### src/apufs_pkg.sv
package apufs_pkg;

   // Item operation codes
   typedef enum logic [1:0] {
      OP_WRITE  = 2'd0,
      OP_STATUS = 2'd1,
      OP_STEP   = 2'd2
   } opcode_type;

   // Register offsets from the base of the sound unit
   localparam logic [4:0] OFF_TRI_LINEAR   = 5'h08;
   localparam logic [4:0] OFF_TRI_LO       = 5'h0A;
   localparam logic [4:0] OFF_TRI_HI       = 5'h0B;
   localparam logic [4:0] OFF_NOISE_CTRL   = 5'h0C;
   localparam logic [4:0] OFF_NOISE_PERIOD = 5'h0E;
   localparam logic [4:0] OFF_NOISE_LEN    = 5'h0F;
   localparam logic [4:0] OFF_STATUS       = 5'h15;

   // Register index within one pulse channel
   localparam logic [1:0] PULSE_CTRL  = 2'd0;
   localparam logic [1:0] PULSE_SWEEP = 2'd1;
   localparam logic [1:0] PULSE_LO    = 2'd2;
   localparam logic [1:0] PULSE_HI    = 2'd3;

   // Channel numbers for length counters and enables
   localparam int CH_P1    = 0;
   localparam int CH_P2    = 1;
   localparam int CH_TRI   = 2;
   localparam int CH_NOISE = 3;

   localparam logic [3:0] ENV_LEVEL_MAX = 4'd15;
   localparam logic [10:0] PERIOD_MIN   = 11'd8;

   // Length counter load table
   function automatic logic [7:0] len_tab(input logic [4:0] idx);
      logic [7:0] v;
      case (idx)
         5'd0:  v = 8'd10;
         5'd1:  v = 8'd254;
         5'd2:  v = 8'd20;
         5'd3:  v = 8'd2;
         5'd4:  v = 8'd40;
         5'd5:  v = 8'd4;
         5'd6:  v = 8'd80;
         5'd7:  v = 8'd6;
         5'd8:  v = 8'd160;
         5'd9:  v = 8'd8;
         5'd10: v = 8'd60;
         5'd11: v = 8'd10;
         5'd12: v = 8'd14;
         5'd13: v = 8'd12;
         5'd14: v = 8'd26;
         5'd15: v = 8'd14;
         5'd16: v = 8'd12;
         5'd17: v = 8'd16;
         5'd18: v = 8'd24;
         5'd19: v = 8'd18;
         5'd20: v = 8'd48;
         5'd21: v = 8'd20;
         5'd22: v = 8'd96;
         5'd23: v = 8'd22;
         5'd24: v = 8'd192;
         5'd25: v = 8'd24;
         5'd26: v = 8'd72;
         5'd27: v = 8'd26;
         5'd28: v = 8'd16;
         5'd29: v = 8'd28;
         5'd30: v = 8'd32;
         5'd31: v = 8'd30;
         default: v = 8'd0;
      endcase
      return v;
   endfunction

endpackage

### src/nes_apu_frame_sequencer_control.sv
// Control part of a sound unit with a 4-step frame sequencer. Each request is a
// register write, a status read or one sequencer step; every request gives one
// response built from the state after that request. A request is taken in every
// cycle and its response is registered in the output register; the
// path is one pass of short logic from the state registers through the update
// (length table, envelope, sweep add/subtract) into the state and response
// registers. The request side stalls only while a response waits under stall.
module nes_apu_frame_sequencer_control
   import apufs_pkg::*;
(
   input  logic        clock,
   input  logic        reset,
   input  logic        req_valid,
   output logic        req_stall,
   input  logic [1:0]  req_opcode,
   input  logic [4:0]  req_reg_offset,
   input  logic [7:0]  req_write_data,
   output logic        rsp_valid,
   input  logic        rsp_stall,
   output logic [3:0]  rsp_status,
   output logic [3:0]  rsp_pulse1_volume,
   output logic [3:0]  rsp_pulse2_volume,
   output logic [3:0]  rsp_noise_volume,
   output logic [10:0] rsp_pulse1_period,
   output logic [10:0] rsp_pulse2_period,
   output logic        rsp_pulse1_muted,
   output logic        rsp_pulse2_muted,
   output logic        rsp_triangle_sounding,
   output logic [10:0] rsp_triangle_period,
   output logic [3:0]  rsp_noise_period_index
);

   // Channel state
   logic [1:0][7:0] p_ctrl_ff, p_ctrl_in;
   logic [1:0][7:0] p_sweep_ff, p_sweep_in;
   logic [1:0][7:0] p_lo_ff, p_lo_in;
   logic [1:0][2:0] p_hi_ff, p_hi_in;
   logic [7:0]      n_ctrl_ff, n_ctrl_in;
   logic [3:0]      n_period_ff, n_period_in;
   logic [7:0]      t_ctrl_ff, t_ctrl_in;
   logic [7:0]      t_lo_ff, t_lo_in;
   logic [2:0]      t_hi_ff, t_hi_in;
   logic [3:0]      enables_ff, enables_in;
   logic [3:0][7:0] len_ff, len_in;
   logic [2:0]      env_trig_ff, env_trig_in;
   logic [2:0][3:0] env_div_ff, env_div_in;
   logic [2:0][3:0] env_level_ff, env_level_in;
   logic [1:0][2:0] swp_cnt_ff, swp_cnt_in;
   logic [6:0]      lin_ff, lin_in;
   logic            lin_pend_ff, lin_pend_in;
   logic [1:0]      step_ff, step_in;

   // Response register
   logic        rsp_valid_ff, rsp_valid_in;
   logic [3:0]  status_ff, status_in;
   logic [2:0][3:0] vol_ff, vol_in;
   logic [1:0][10:0] per_ff, per_in;
   logic [1:0]  muted_ff, muted_in;
   logic        tri_snd_ff, tri_snd_in;
   logic [10:0] tri_per_ff, tri_per_in;
   logic [3:0]  n_idx_ff, n_idx_in;

   logic accept;

   // Take a request unless a response waits under stall
   assign req_stall = rsp_valid_ff & rsp_stall;
   assign accept    = req_valid & ~req_stall;

   // Apply the request to the state
   always_comb begin
      logic        psel;
      logic [2:0][7:0] env_ctrl;
      logic [3:0]  halt;
      logic [10:0] period;
      logic [12:0] delta;
      logic [12:0] target;

      p_ctrl_in     = p_ctrl_ff;
      p_sweep_in    = p_sweep_ff;
      p_lo_in       = p_lo_ff;
      p_hi_in       = p_hi_ff;
      n_ctrl_in     = n_ctrl_ff;
      n_period_in   = n_period_ff;
      t_ctrl_in     = t_ctrl_ff;
      t_lo_in       = t_lo_ff;
      t_hi_in       = t_hi_ff;
      enables_in    = enables_ff;
      len_in        = len_ff;
      env_trig_in   = env_trig_ff;
      env_div_in    = env_div_ff;
      env_level_in  = env_level_ff;
      swp_cnt_in    = swp_cnt_ff;
      lin_in        = lin_ff;
      lin_pend_in   = lin_pend_ff;
      step_in       = step_ff;

      psel     = req_reg_offset[2];
      env_ctrl = {n_ctrl_ff, p_ctrl_ff[1], p_ctrl_ff[0]};
      halt     = {n_ctrl_ff[5], t_ctrl_ff[7], p_ctrl_ff[1][5], p_ctrl_ff[0][5]};
      period   = '0;
      delta    = '0;
      target   = '0;

      if (accept) begin
         case (opcode_type'(req_opcode))
            OP_WRITE: begin
               if (req_reg_offset[4:3] == 2'b00) begin
                  case (req_reg_offset[1:0])
                     PULSE_CTRL:  p_ctrl_in[psel] = req_write_data;
                     PULSE_SWEEP: p_sweep_in[psel] = req_write_data;
                     PULSE_LO:    p_lo_in[psel] = req_write_data;
                     PULSE_HI: begin
                        p_hi_in[psel] = req_write_data[2:0];
                        if (enables_ff[{1'b0, psel}])
                           len_in[{1'b0, psel}] = len_tab(req_write_data[7:3]);
                        env_trig_in[{1'b0, psel}] = 1'b1;
                     end
                     default: ;
                  endcase
               end else begin
                  case (req_reg_offset)
                     OFF_TRI_LINEAR: t_ctrl_in = req_write_data;
                     OFF_TRI_LO:     t_lo_in = req_write_data;
                     OFF_TRI_HI: begin
                        t_hi_in = req_write_data[2:0];
                        if (enables_ff[CH_TRI])
                           len_in[CH_TRI] = len_tab(req_write_data[7:3]);
                        lin_pend_in = 1'b1;
                     end
                     OFF_NOISE_CTRL:   n_ctrl_in = req_write_data;
                     OFF_NOISE_PERIOD: n_period_in = req_write_data[3:0];
                     OFF_NOISE_LEN: begin
                        if (enables_ff[CH_NOISE])
                           len_in[CH_NOISE] = len_tab(req_write_data[7:3]);
                        env_trig_in[2] = 1'b1;
                     end
                     OFF_STATUS: begin
                        enables_in = req_write_data[3:0];
                        for (int c = 0; c < 4; c++)
                           if (!req_write_data[c]) len_in[c] = 8'd0;
                     end
                     default: ;
                  endcase
               end
            end
            OP_STEP: begin
               // Clock the envelopes
               for (int e = 0; e < 3; e++) begin
                  if (env_trig_ff[e]) begin
                     env_trig_in[e]  = 1'b0;
                     env_level_in[e] = ENV_LEVEL_MAX;
                     env_div_in[e]   = env_ctrl[e][3:0];
                  end else if (env_div_ff[e] == 4'd0) begin
                     env_div_in[e] = env_ctrl[e][3:0];
                     if (env_level_ff[e] != 4'd0)
                        env_level_in[e] = env_level_ff[e] - 4'd1;
                     else if (env_ctrl[e][5])
                        env_level_in[e] = ENV_LEVEL_MAX;
                  end else begin
                     env_div_in[e] = env_div_ff[e] - 4'd1;
                  end
               end
               // Clock the triangle linear counter
               if (lin_pend_ff)
                  lin_in = t_ctrl_ff[6:0];
               else if (lin_ff != 7'd0)
                  lin_in = lin_ff - 7'd1;
               if (!t_ctrl_ff[7])
                  lin_pend_in = 1'b0;
               // Odd steps: length counters and sweeps
               if (step_ff[0]) begin
                  for (int c = 0; c < 4; c++)
                     if (len_ff[c] != 8'd0 && !halt[c])
                        len_in[c] = len_ff[c] - 8'd1;
                  for (int p = 0; p < 2; p++) begin
                     period = {p_hi_ff[p], p_lo_ff[p]};
                     delta  = {2'b00, period >> p_sweep_ff[p][2:0]};
                     if (p_sweep_ff[p][3])
                        target = {2'b00, period} - delta - 13'((p == 0) ? 1 : 0);
                     else
                        target = {2'b00, period} + delta;
                     if (p_sweep_ff[p][7]) begin
                        if (swp_cnt_ff[p] != 3'd0) begin
                           swp_cnt_in[p] = swp_cnt_ff[p] - 3'd1;
                        end else begin
                           swp_cnt_in[p] = p_sweep_ff[p][6:4];
                           if (target[12:11] == 2'b00 && target[10:3] != 8'd0) begin
                              p_lo_in[p] = target[7:0];
                              p_hi_in[p] = target[10:8];
                           end
                        end
                     end
                  end
               end
               step_in = step_ff + 2'd1;
            end
            default: ;
         endcase
      end
   end

   // Build the response from the updated state
   always_comb begin
      logic [2:0][7:0] vctrl;
      logic [2:0]      vlen;
      logic [10:0]     period;
      logic [11:0]     target;

      vctrl = {n_ctrl_in, p_ctrl_in[1], p_ctrl_in[0]};
      vlen  = {len_in[CH_NOISE] != 8'd0, len_in[CH_P2] != 8'd0, len_in[CH_P1] != 8'd0};
      for (int c = 0; c < 4; c++)
         status_in[c] = (len_in[c] != 8'd0);
      for (int e = 0; e < 3; e++) begin
         if (!vlen[e])
            vol_in[e] = 4'd0;
         else if (vctrl[e][4])
            vol_in[e] = vctrl[e][3:0];
         else
            vol_in[e] = env_level_in[e];
      end
      for (int p = 0; p < 2; p++) begin
         period    = {p_hi_in[p], p_lo_in[p]};
         target    = {1'b0, period} + {1'b0, period >> p_sweep_in[p][2:0]};
         per_in[p] = period;
         muted_in[p] = (period < PERIOD_MIN) || target[11] || (vol_in[p] == 4'd0);
      end
      tri_per_in = {t_hi_in, t_lo_in};
      tri_snd_in = (len_in[CH_TRI] != 8'd0) && (lin_in != 7'd0) && (tri_per_in[10:1] != 10'd0);
      n_idx_in   = n_period_in;
      rsp_valid_in = accept | (rsp_valid_ff & rsp_stall);
   end

   // Hold state and response
   always_ff @(posedge clock) begin
      if (reset) begin
         p_ctrl_ff     <= '0;
         p_sweep_ff    <= '0;
         p_lo_ff       <= '0;
         p_hi_ff       <= '0;
         n_ctrl_ff     <= '0;
         n_period_ff   <= '0;
         t_ctrl_ff     <= '0;
         t_lo_ff       <= '0;
         t_hi_ff       <= '0;
         enables_ff    <= '0;
         len_ff        <= '0;
         env_trig_ff   <= '0;
         env_div_ff    <= '0;
         env_level_ff  <= '0;
         swp_cnt_ff    <= '0;
         lin_ff        <= '0;
         lin_pend_ff   <= 1'b0;
         step_ff       <= '0;
         rsp_valid_ff  <= 1'b0;
      end else begin
         p_ctrl_ff     <= p_ctrl_in;
         p_sweep_ff    <= p_sweep_in;
         p_lo_ff       <= p_lo_in;
         p_hi_ff       <= p_hi_in;
         n_ctrl_ff     <= n_ctrl_in;
         n_period_ff   <= n_period_in;
         t_ctrl_ff     <= t_ctrl_in;
         t_lo_ff       <= t_lo_in;
         t_hi_ff       <= t_hi_in;
         enables_ff    <= enables_in;
         len_ff        <= len_in;
         env_trig_ff   <= env_trig_in;
         env_div_ff    <= env_div_in;
         env_level_ff  <= env_level_in;
         swp_cnt_ff    <= swp_cnt_in;
         lin_ff        <= lin_in;
         lin_pend_ff   <= lin_pend_in;
         step_ff       <= step_in;
         rsp_valid_ff  <= rsp_valid_in;
      end
   end

   // Load the response payload on each transfer in
   always_ff @(posedge clock) begin
      if (accept) begin
         status_ff  <= status_in;
         vol_ff     <= vol_in;
         per_ff     <= per_in;
         muted_ff   <= muted_in;
         tri_snd_ff <= tri_snd_in;
         tri_per_ff <= tri_per_in;
         n_idx_ff   <= n_idx_in;
      end
   end

   assign rsp_valid              = rsp_valid_ff;
   assign rsp_status             = status_ff;
   assign rsp_pulse1_volume      = vol_ff[0];
   assign rsp_pulse2_volume      = vol_ff[1];
   assign rsp_noise_volume       = vol_ff[2];
   assign rsp_pulse1_period      = per_ff[0];
   assign rsp_pulse2_period      = per_ff[1];
   assign rsp_pulse1_muted       = muted_ff[0];
   assign rsp_pulse2_muted       = muted_ff[1];
   assign rsp_triangle_sounding  = tri_snd_ff;
   assign rsp_triangle_period    = tri_per_ff;
   assign rsp_noise_period_index = n_idx_ff;

endmodule

### config.mk
export PLATFORM = sky130hd
export DESIGN_NAME = nes_apu_frame_sequencer_control
export DESIGN_NICKNAME = d
export VERILOG_FILES = /design/src/apufs_pkg.sv /design/src/nes_apu_frame_sequencer_control.sv
export SDC_FILE = /design/constraint.sdc
export NUM_CORES = 1
export LEC_CHECK = 0
export BUFFER_PORTS_ARGS = -buffer_cell sky130_fd_sc_hd__buf_2
export CORE_MARGIN = 4
export CORE_UTILIZATION = 46
export CTS_CLUSTER_SIZE = 16
export DETAILED_ROUTE_END_ITERATION = 8
export PLACE_DENSITY = 0.65
export SYNTH_ARGS = -nofsm -noshare
export SYNTH_HDL_FRONTEND = slang
export SYNTH_SLANG_ARGS = --single-unit
### constraint.sdc
create_clock -name clock -period 13.2 [get_ports clock]
set_clock_uncertainty 0.05 [all_clocks]
set_input_delay 1.32 -clock clock [delete_from_list [all_inputs] [get_ports clock]]
set_output_delay 1.32 -clock clock [all_outputs]
set_load 0.005 [all_outputs]
## Word-level counts from Yosys, hierarchy flattened

Memories as Yosys holds them, arrays and structs flattened.
Cells that the tools add are included.

- Bits in registers: 219
- ROM bits: 672
- Output and inout port bits: 58
- Memories: 3

Memory list:

| name | depth | bits a word | rd ports | clocked after memory_dff | wr ports | RTL line | RTL |
|---|---|---|---|---|---|---|---|
| (name not given) | 32 | 7 | 1 | 0 | 0 | apufs_pkg.sv:37 | `case (idx)` |
| (name not given) | 32 | 7 | 1 | 0 | 0 | apufs_pkg.sv:37 |  |
| (name not given) | 32 | 7 | 1 | 0 | 0 | apufs_pkg.sv:37 |  |

- Add/sub/neg operators: 21
- Order comparisons: 6
- Eq/ne operators: 18
- Shifts and indexed selects: 4
- Mux-type cells: 133
- Bitwise operators: 6
- Reductions and logical operators: 58

Operators with widths:

| kind | count |
|---|---|
| 8-bit two-way mux | 27 |
| 32-bit two-way mux | 5 |
| 13-bit two-way mux | 12 |
| 4-bit two-way mux | 27 |
| 16-bit two-way mux | 5 |
| 8-bit nonzero test | 10 |
| 32-bit case mux with 2 select lines | 1 |
| 11-bit by 11-bit adder with 12-bit output | 4 |
| 16-bit bitwise mux | 3 |
| 11-bit two-way mux | 4 |
| 11-bit by 3-bit >> shifter with 11-bit output | 4 |
| 3-bit two-way mux | 14 |
| 4-bit AND reduction | 9 |
| 32-bit bitwise mux | 1 |
| 16-bit case mux with 2 select lines | 1 |
| 8-bit case mux with 2 select lines | 2 |
| 8-bit by 1-bit subtractor with 8-bit output (second input constant) | 4 |
| 5-bit by 4-bit == test with 1-bit output (second input constant) | 6 |
| 7-bit two-way mux | 4 |
| 12-bit two-way mux | 2 |
| 6-bit two-way mux | 4 |
| 11-bit by 11-bit subtractor with 12-bit output | 2 |
| 4-bit by 1-bit subtractor with 4-bit output (second input constant) | 6 |
| 11-bit by 4-bit < comparator with 1-bit output (second input constant) | 2 |
| 40 further kinds | 87 |

## Longest topological paths before layout

- Depth after elaboration: 19
- Mapped depth: 37
- Gate-level depth less buffers: 35

## Worst setup path before layout

No wires, ideal clock.

- Path kind: input-to-reg
- Start point: in req_valid
- End point: reg muted_ff[0], data pin
- Library setup time: 0.265 ns
- Arrival: 8.678 ns
- Slack: 4.207 ns
- Stages: 24
- Path buffers: 2
- Cells stage by stage: a21boi_1 > nand3_1 > or4_1 > clkbuf_1 > nor2_1 > a21o_1 > buf_1 > o21ai_0 > o21bai_1 > o211ai_1 > o21ai_0 > ha_1 > a21o_1 > a21oi_1 > nor2b_1 > o21ai_0 > nand2b_1 > a21oi_1 > nor2b_1 > o21ai_0 > nand2_1 > a311o_1 > a41oi_1 > nand3_1

- Cells in the longest elaborated chain, start to end: 6
- Elaborated cells on any way between the ends: 16
- Those cells by class: 1 x add/sub; 1 x order compare; 1 x shift; 8 x mux; 1 x bitwise; 4 x reduce/logical

RTL lines:

| item | RTL line | RTL |
|---|---|---|
| from (decl) | nes_apu_frame_sequencer_control.sv:13 | `input logic req_valid,` |
| 1-bit AND * | nes_apu_frame_sequencer_control.sv:67 | `assign accept = req_valid & ~req_stall;` |
| 16-bit two-way mux, or another cell as far along | nes_apu_frame_sequencer_control.sv:104 | `if (accept) begin` |
| 11-bit by 3-bit >> shifter with 11-bit output, or another cell as far along | nes_apu_frame_sequencer_control.sv:223 | `target = {1'b0, period} + {1'b0, period >> p_sweep_in[p][2:0]};` |
| 11-bit by 11-bit adder with 12-bit output or 4-bit two-way mux (tied branches) | nes_apu_frame_sequencer_control.sv:223, nes_apu_frame_sequencer_control.sv:214 |  |
| 1-bit logical OR or 4-bit logical NOT (tied branches) | nes_apu_frame_sequencer_control.sv:225 | `muted_in[p] = (period < PERIOD_MIN) \|\| target[11] \|\| (vol_in[p] == 4'd0);` |
| 1-bit logical OR * | nes_apu_frame_sequencer_control.sv:225 |  |
| via muted_in[0] | nes_apu_frame_sequencer_control.sv:58 | `logic [1:0] muted_ff, muted_in;` |
| to (signal assigned) | nes_apu_frame_sequencer_control.sv:284 | `muted_ff <= muted_in;` |
| to (decl) | nes_apu_frame_sequencer_control.sv:58 |  |

Mark *: on every way through the listed nets, which the timed path passes. The rest lies on a longest branch.
A chain may end at the register's enable or synchronous reset.

## Final worst setup path

- Start point: reg p_sweep_ff[1] (netlist bit)
- End point: reg muted_ff[0], data pin

- Cells in the longest elaborated chain, start to end: 19
- Elaborated cells on any way between the ends: 33
- Those cells by class: 4 x add/sub; 1 x order compare; 2 x shift; 21 x mux; 5 x reduce/logical

RTL lines:

| item | RTL line | RTL |
|---|---|---|
| from (decl) | nes_apu_frame_sequencer_control.sv:35 | `logic [1:0][7:0] p_sweep_ff, p_sweep_in;` |
| from (signal assigned) | nes_apu_frame_sequencer_control.sv:257 | `p_sweep_ff <= p_sweep_in;` |
| 11-bit by 3-bit >> shifter with 11-bit output | nes_apu_frame_sequencer_control.sv:177 | `delta = {2'b00, period >> p_sweep_ff[p][2:0]};` |
| 11-bit by 11-bit subtractor with 12-bit output | nes_apu_frame_sequencer_control.sv:179 | `target = {2'b00, period} - delta - 13'((p == 0) ? 1 : 0);` |
| 12-bit by 2-bit subtractor with 13-bit output | nes_apu_frame_sequencer_control.sv:179 |  |
| 13-bit two-way mux | nes_apu_frame_sequencer_control.sv:178 | `if (p_sweep_ff[p][3])` |
| 13-bit two-way mux | nes_apu_frame_sequencer_control.sv:171 | `if (step_ff[0]) begin` |
| 13-bit two-way mux | nes_apu_frame_sequencer_control.sv:105 | `case (opcode_type'(req_opcode))` |
| 13-bit two-way mux | nes_apu_frame_sequencer_control.sv:104 |  |
| 8-bit nonzero test or 2-bit logical NOT (tied branches) | nes_apu_frame_sequencer_control.sv:187 | `if (target[12:11] == 2'b00 && target[10:3] != 8'd0) begin` |
| [... 3 more ...] | -- |  |
| 8-bit two-way mux or 3-bit two-way mux (tied branches) | nes_apu_frame_sequencer_control.sv:182 | `if (p_sweep_ff[p][7]) begin` |
| 16-bit two-way mux or 6-bit two-way mux (tied branches) | nes_apu_frame_sequencer_control.sv:171 |  |
| 16-bit case mux with 2 select lines or 6-bit case mux with 2 select lines (tied branches) | nes_apu_frame_sequencer_control.sv:105 |  |
| 16-bit two-way mux or 6-bit two-way mux (tied branches) | nes_apu_frame_sequencer_control.sv:104 |  |
| 11-bit by 3-bit >> shifter with 11-bit output | nes_apu_frame_sequencer_control.sv:223 |  |
| 11-bit by 11-bit adder with 12-bit output | nes_apu_frame_sequencer_control.sv:223 |  |
| 1-bit logical OR * (2 in a row) | nes_apu_frame_sequencer_control.sv:225 |  |
| via muted_in[0] | nes_apu_frame_sequencer_control.sv:58 |  |

Mark *: on every way through the listed nets, which the timed path passes. The rest lies on a longest branch. The select of a mux whose other input is x is not followed.

==> results_dict.tcl <==
set metrics [dict create \
    start_util 0.4657 \
    critPathMaxFanout 16 \
    critPathBufInv 1 \
    grt_pass1_vias 13770 \
    cts_resized 0 \
    register_area_um2 4845 \
    tightest_slew_ns 1.149 \
    status "complete, no violations" \
    peakVddDrop_mv 0.09811 \
    syn_area_um2 15620 \
    synth_enable_flop_cells 56 \
    die_h_um 192.3 \
    min-delay-start "swp_cnt_ff[5]" \
    fmax_ghz 0.1277 \
    r2r_setup_slack_ns 5.37 \
    grt_pass1_wl_um 74660 \
    wire_per_inst_um 19.26 \
    yosysTopAreaCellShare 0.2025 \
    syn_to_final_growth_pct 9.990 \
    cts-hold-fix-buffers 0 \
    ys_warn_count 0 \
    cts_made_buffers 24 \
    crit_family "compound AO/OA/AOI/OAI gates" \
    die_area_um2 36960 \
    remaining_drc_errors 0 \
    rows 67 \
    dpl.cell_count 2390 \
    final_cells 2434 \
    cts_root_buf "clkbuf_16" \
    vias 14790 \
    drive_gt1_frac 0.1073 \
    synth.distinct_cells 102 \
    p_leak_uw 0.007072 \
    cp_slowest_cell "dfxtp_1" \
    cts_tree "yes" \
    post-route-util 0.5123 \
    async_flop_share 0 \
    ys_seq_elements 214 \
    rsz0062_at_grt "no" \
    worstHoldPathType "flop to flop" \
    synth_top_flop_cell "dfxtp_1" \
    coreArea_um2 33530 \
    routed_wl_um 46890 \
    cts_buffer_depth 3 \
    grt_max_degree 82 \
    setup_violations 0 \
    yosys.area.top_type "dfxtp_1" \
    critPathRequiredTime_ns 13.43 \
    nFillCells 3223 \
    port-buffer-count 76 \
    nNetsFinal 2083 \
    pin_count 77 \
    grt_antenna_before_repair 0 \
    end_kind "flop" \
    setup_tns_ns 0 \
    insertion_delay_ns 0.56 \
    slew-limit-headroom 0.2280 \
    htree_levels 1 \
    finalHoldViolCount 0 \
    power.density_nw_per_um2 97.93 \
    drv_slew 0 \
    use_met3 0.02804 \
    cts_sinks 214 \
    finalCritPeriodShare 0.5931 \
    ys_seq_area_frac 0.3102 \
    multiInputGateArea_um2 9903 \
    rr_startpoint "p_sweep_ff[1]" \
    hold_depth 1 \
    path_class "flop to flop" \
    hold_end "swp_cnt_ff[5]" \
    period_needed_ns 7.830 \
    syn_nets 2073 \
    synth.area.top_cells "dfxtp_1, edfxtp_1, ha_1" \
    reg2regPathDepth 33 \
    dp_slack_ns 5.543 \
    crit_arrival_ns 8.06 \
    setup_ws_ns 5.370 \
    max_stage_delay_ns 0.72 \
    drt_iter0_drc 1417 \
    routabilityCongestion 0.9364 \
    grt.total_usage 0.2468 \
    syn_inst 1958 \
    diodes 0 \
    dr.pass1.iters 6 \
    rr_endpoint "muted_ff[0]" \
    dpl.hpwl_um 33100 \
    drv_cap 0 \
    ant_nets 0 \
    grtUsageMet1 0.3502 \
    avgSynthCellArea_um2 7.976 \
    gr-total-overflow 0 \
    start_kind "flop" \
    final_cell_mix "nor2_1, dfxtp_1, nand2_1" \
    grt-busiest-layer "met2" \
    viasPerCell 6.077 \
    use_met2 0.3998 \
    total_power_uw 1682 \
    cts_setup_buffers 0 \
    clkTransAtPathRegs_ns 0.06 \
    dieWidth_um 192.3 \
    layout_commonest_cell "nor2_1" \
]
==> state kept, by name (all words and copies together), names as in the netlist, 11 cells and up <==
signal / cells
env_div_ff: 12
env_level_ff: 12
len_ff: 32
p_ctrl_ff: 12
p_lo_ff: 16
p_sweep_ff: 16
rsp_pulse1_period: 11
rsp_pulse2_period: 11
rsp_triangle_period: 11
==> per-layer routing <==
metal / wire length (um) / up-vias
met5: 0 / -
met4: 1352 / 0
met3: 3096 / 102
met2: 21230 / 511
met1: 21210 / 7043
li1: - / 7136
==> worst max-delay path by stage <==
stage                   from           to  slack [ns]  depth (start not counted)
4_1_cts        p_sweep_ff[1]  muted_ff[0]        5.53                         33
6_report       p_sweep_ff[1]  muted_ff[0]        5.37                         33
5_1_grt        p_sweep_ff[1]  muted_ff[0]        4.79                         33
3_5_place_dp   p_sweep_ff[1]  muted_ff[0]        5.54                         33
2_1_floorplan      req_valid  muted_ff[0]        4.21                         24
3_3_place_gp   p_sweep_ff[1]  muted_ff[0]        5.76                         35
==> stage by stage <==
stage | hold slack [ns] | instance area (um^2)
floorplan | 0.3895 | 15620
global placement | 0.4078 | 16300
detailed placement | 0.4069 | 16300
CTS | 0.4183 | 17180
global route | 0.4499 | 17180
finish | 0.4205 | 17180
==> area by class of cell <==
cell class                 count  area share
multi-input combinational   1506      0.5765
sequential                   214      0.2820
clock buffer                  25     0.03642
tap                          448     0.03263
timing repair buffer          91     0.02884
inverter                     131     0.02863
clock inverter                19     0.01493
==> synthesized netlist by cell type, types with 19 or more instances <==
cell type  number
dfxtp_1       158
a21oi_1       139
o21ai_0       133
nand2b_1       29
clkbuf_1       93
nand2_1       152
and3_1         20
nor2b_1        53
nor2_1        239
nand4_1        19
mux2_2         24
o22ai_1        40
inv_1         128
o211ai_1       19
mux2i_1        82
a211oi_1       24
nor4_1         19
nand3_1        45
ha_1           92
or3_1          23
nor3_1         55
edfxtp_1       56
==> worst reg2reg max path: cells and delay by family (launching register included) <==
family	cells	cell delay (ns)
DFF	1	0.72
muxes	4	0.83
AOI/OAI and AO/OA	17	3.95
buffers and inverters	1	0.06
and+or+nand+nor	8	0.91
adders and majority gates	3	1.02
==> where the power goes <==
group          leakage, uW  total (uW)  switching (uW)  internal [uW]
sequential         0.00183         700            12.0            688
combinational      0.00482         244             159           85.3
clock             0.000424         738             305            433
==> cells by family after synthesis <==
| family | count (synthesis) | synth area share |
|---|---|---|
| AOI/OAI and AO/OA | 547 | 0.2333 |
| xor gates and xnor gates | 20 | 0.01122 |
| adders and majority gates | 96 | 0.07883 |
| buffers and inverters | 238 | 0.05824 |
| DFF | 214 | 0.3102 |
| muxes | 113 | 0.07947 |
| and+or+nand+nor | 730 | 0.2287 |
No activity file was read; power rests on OpenSTA's default activity.
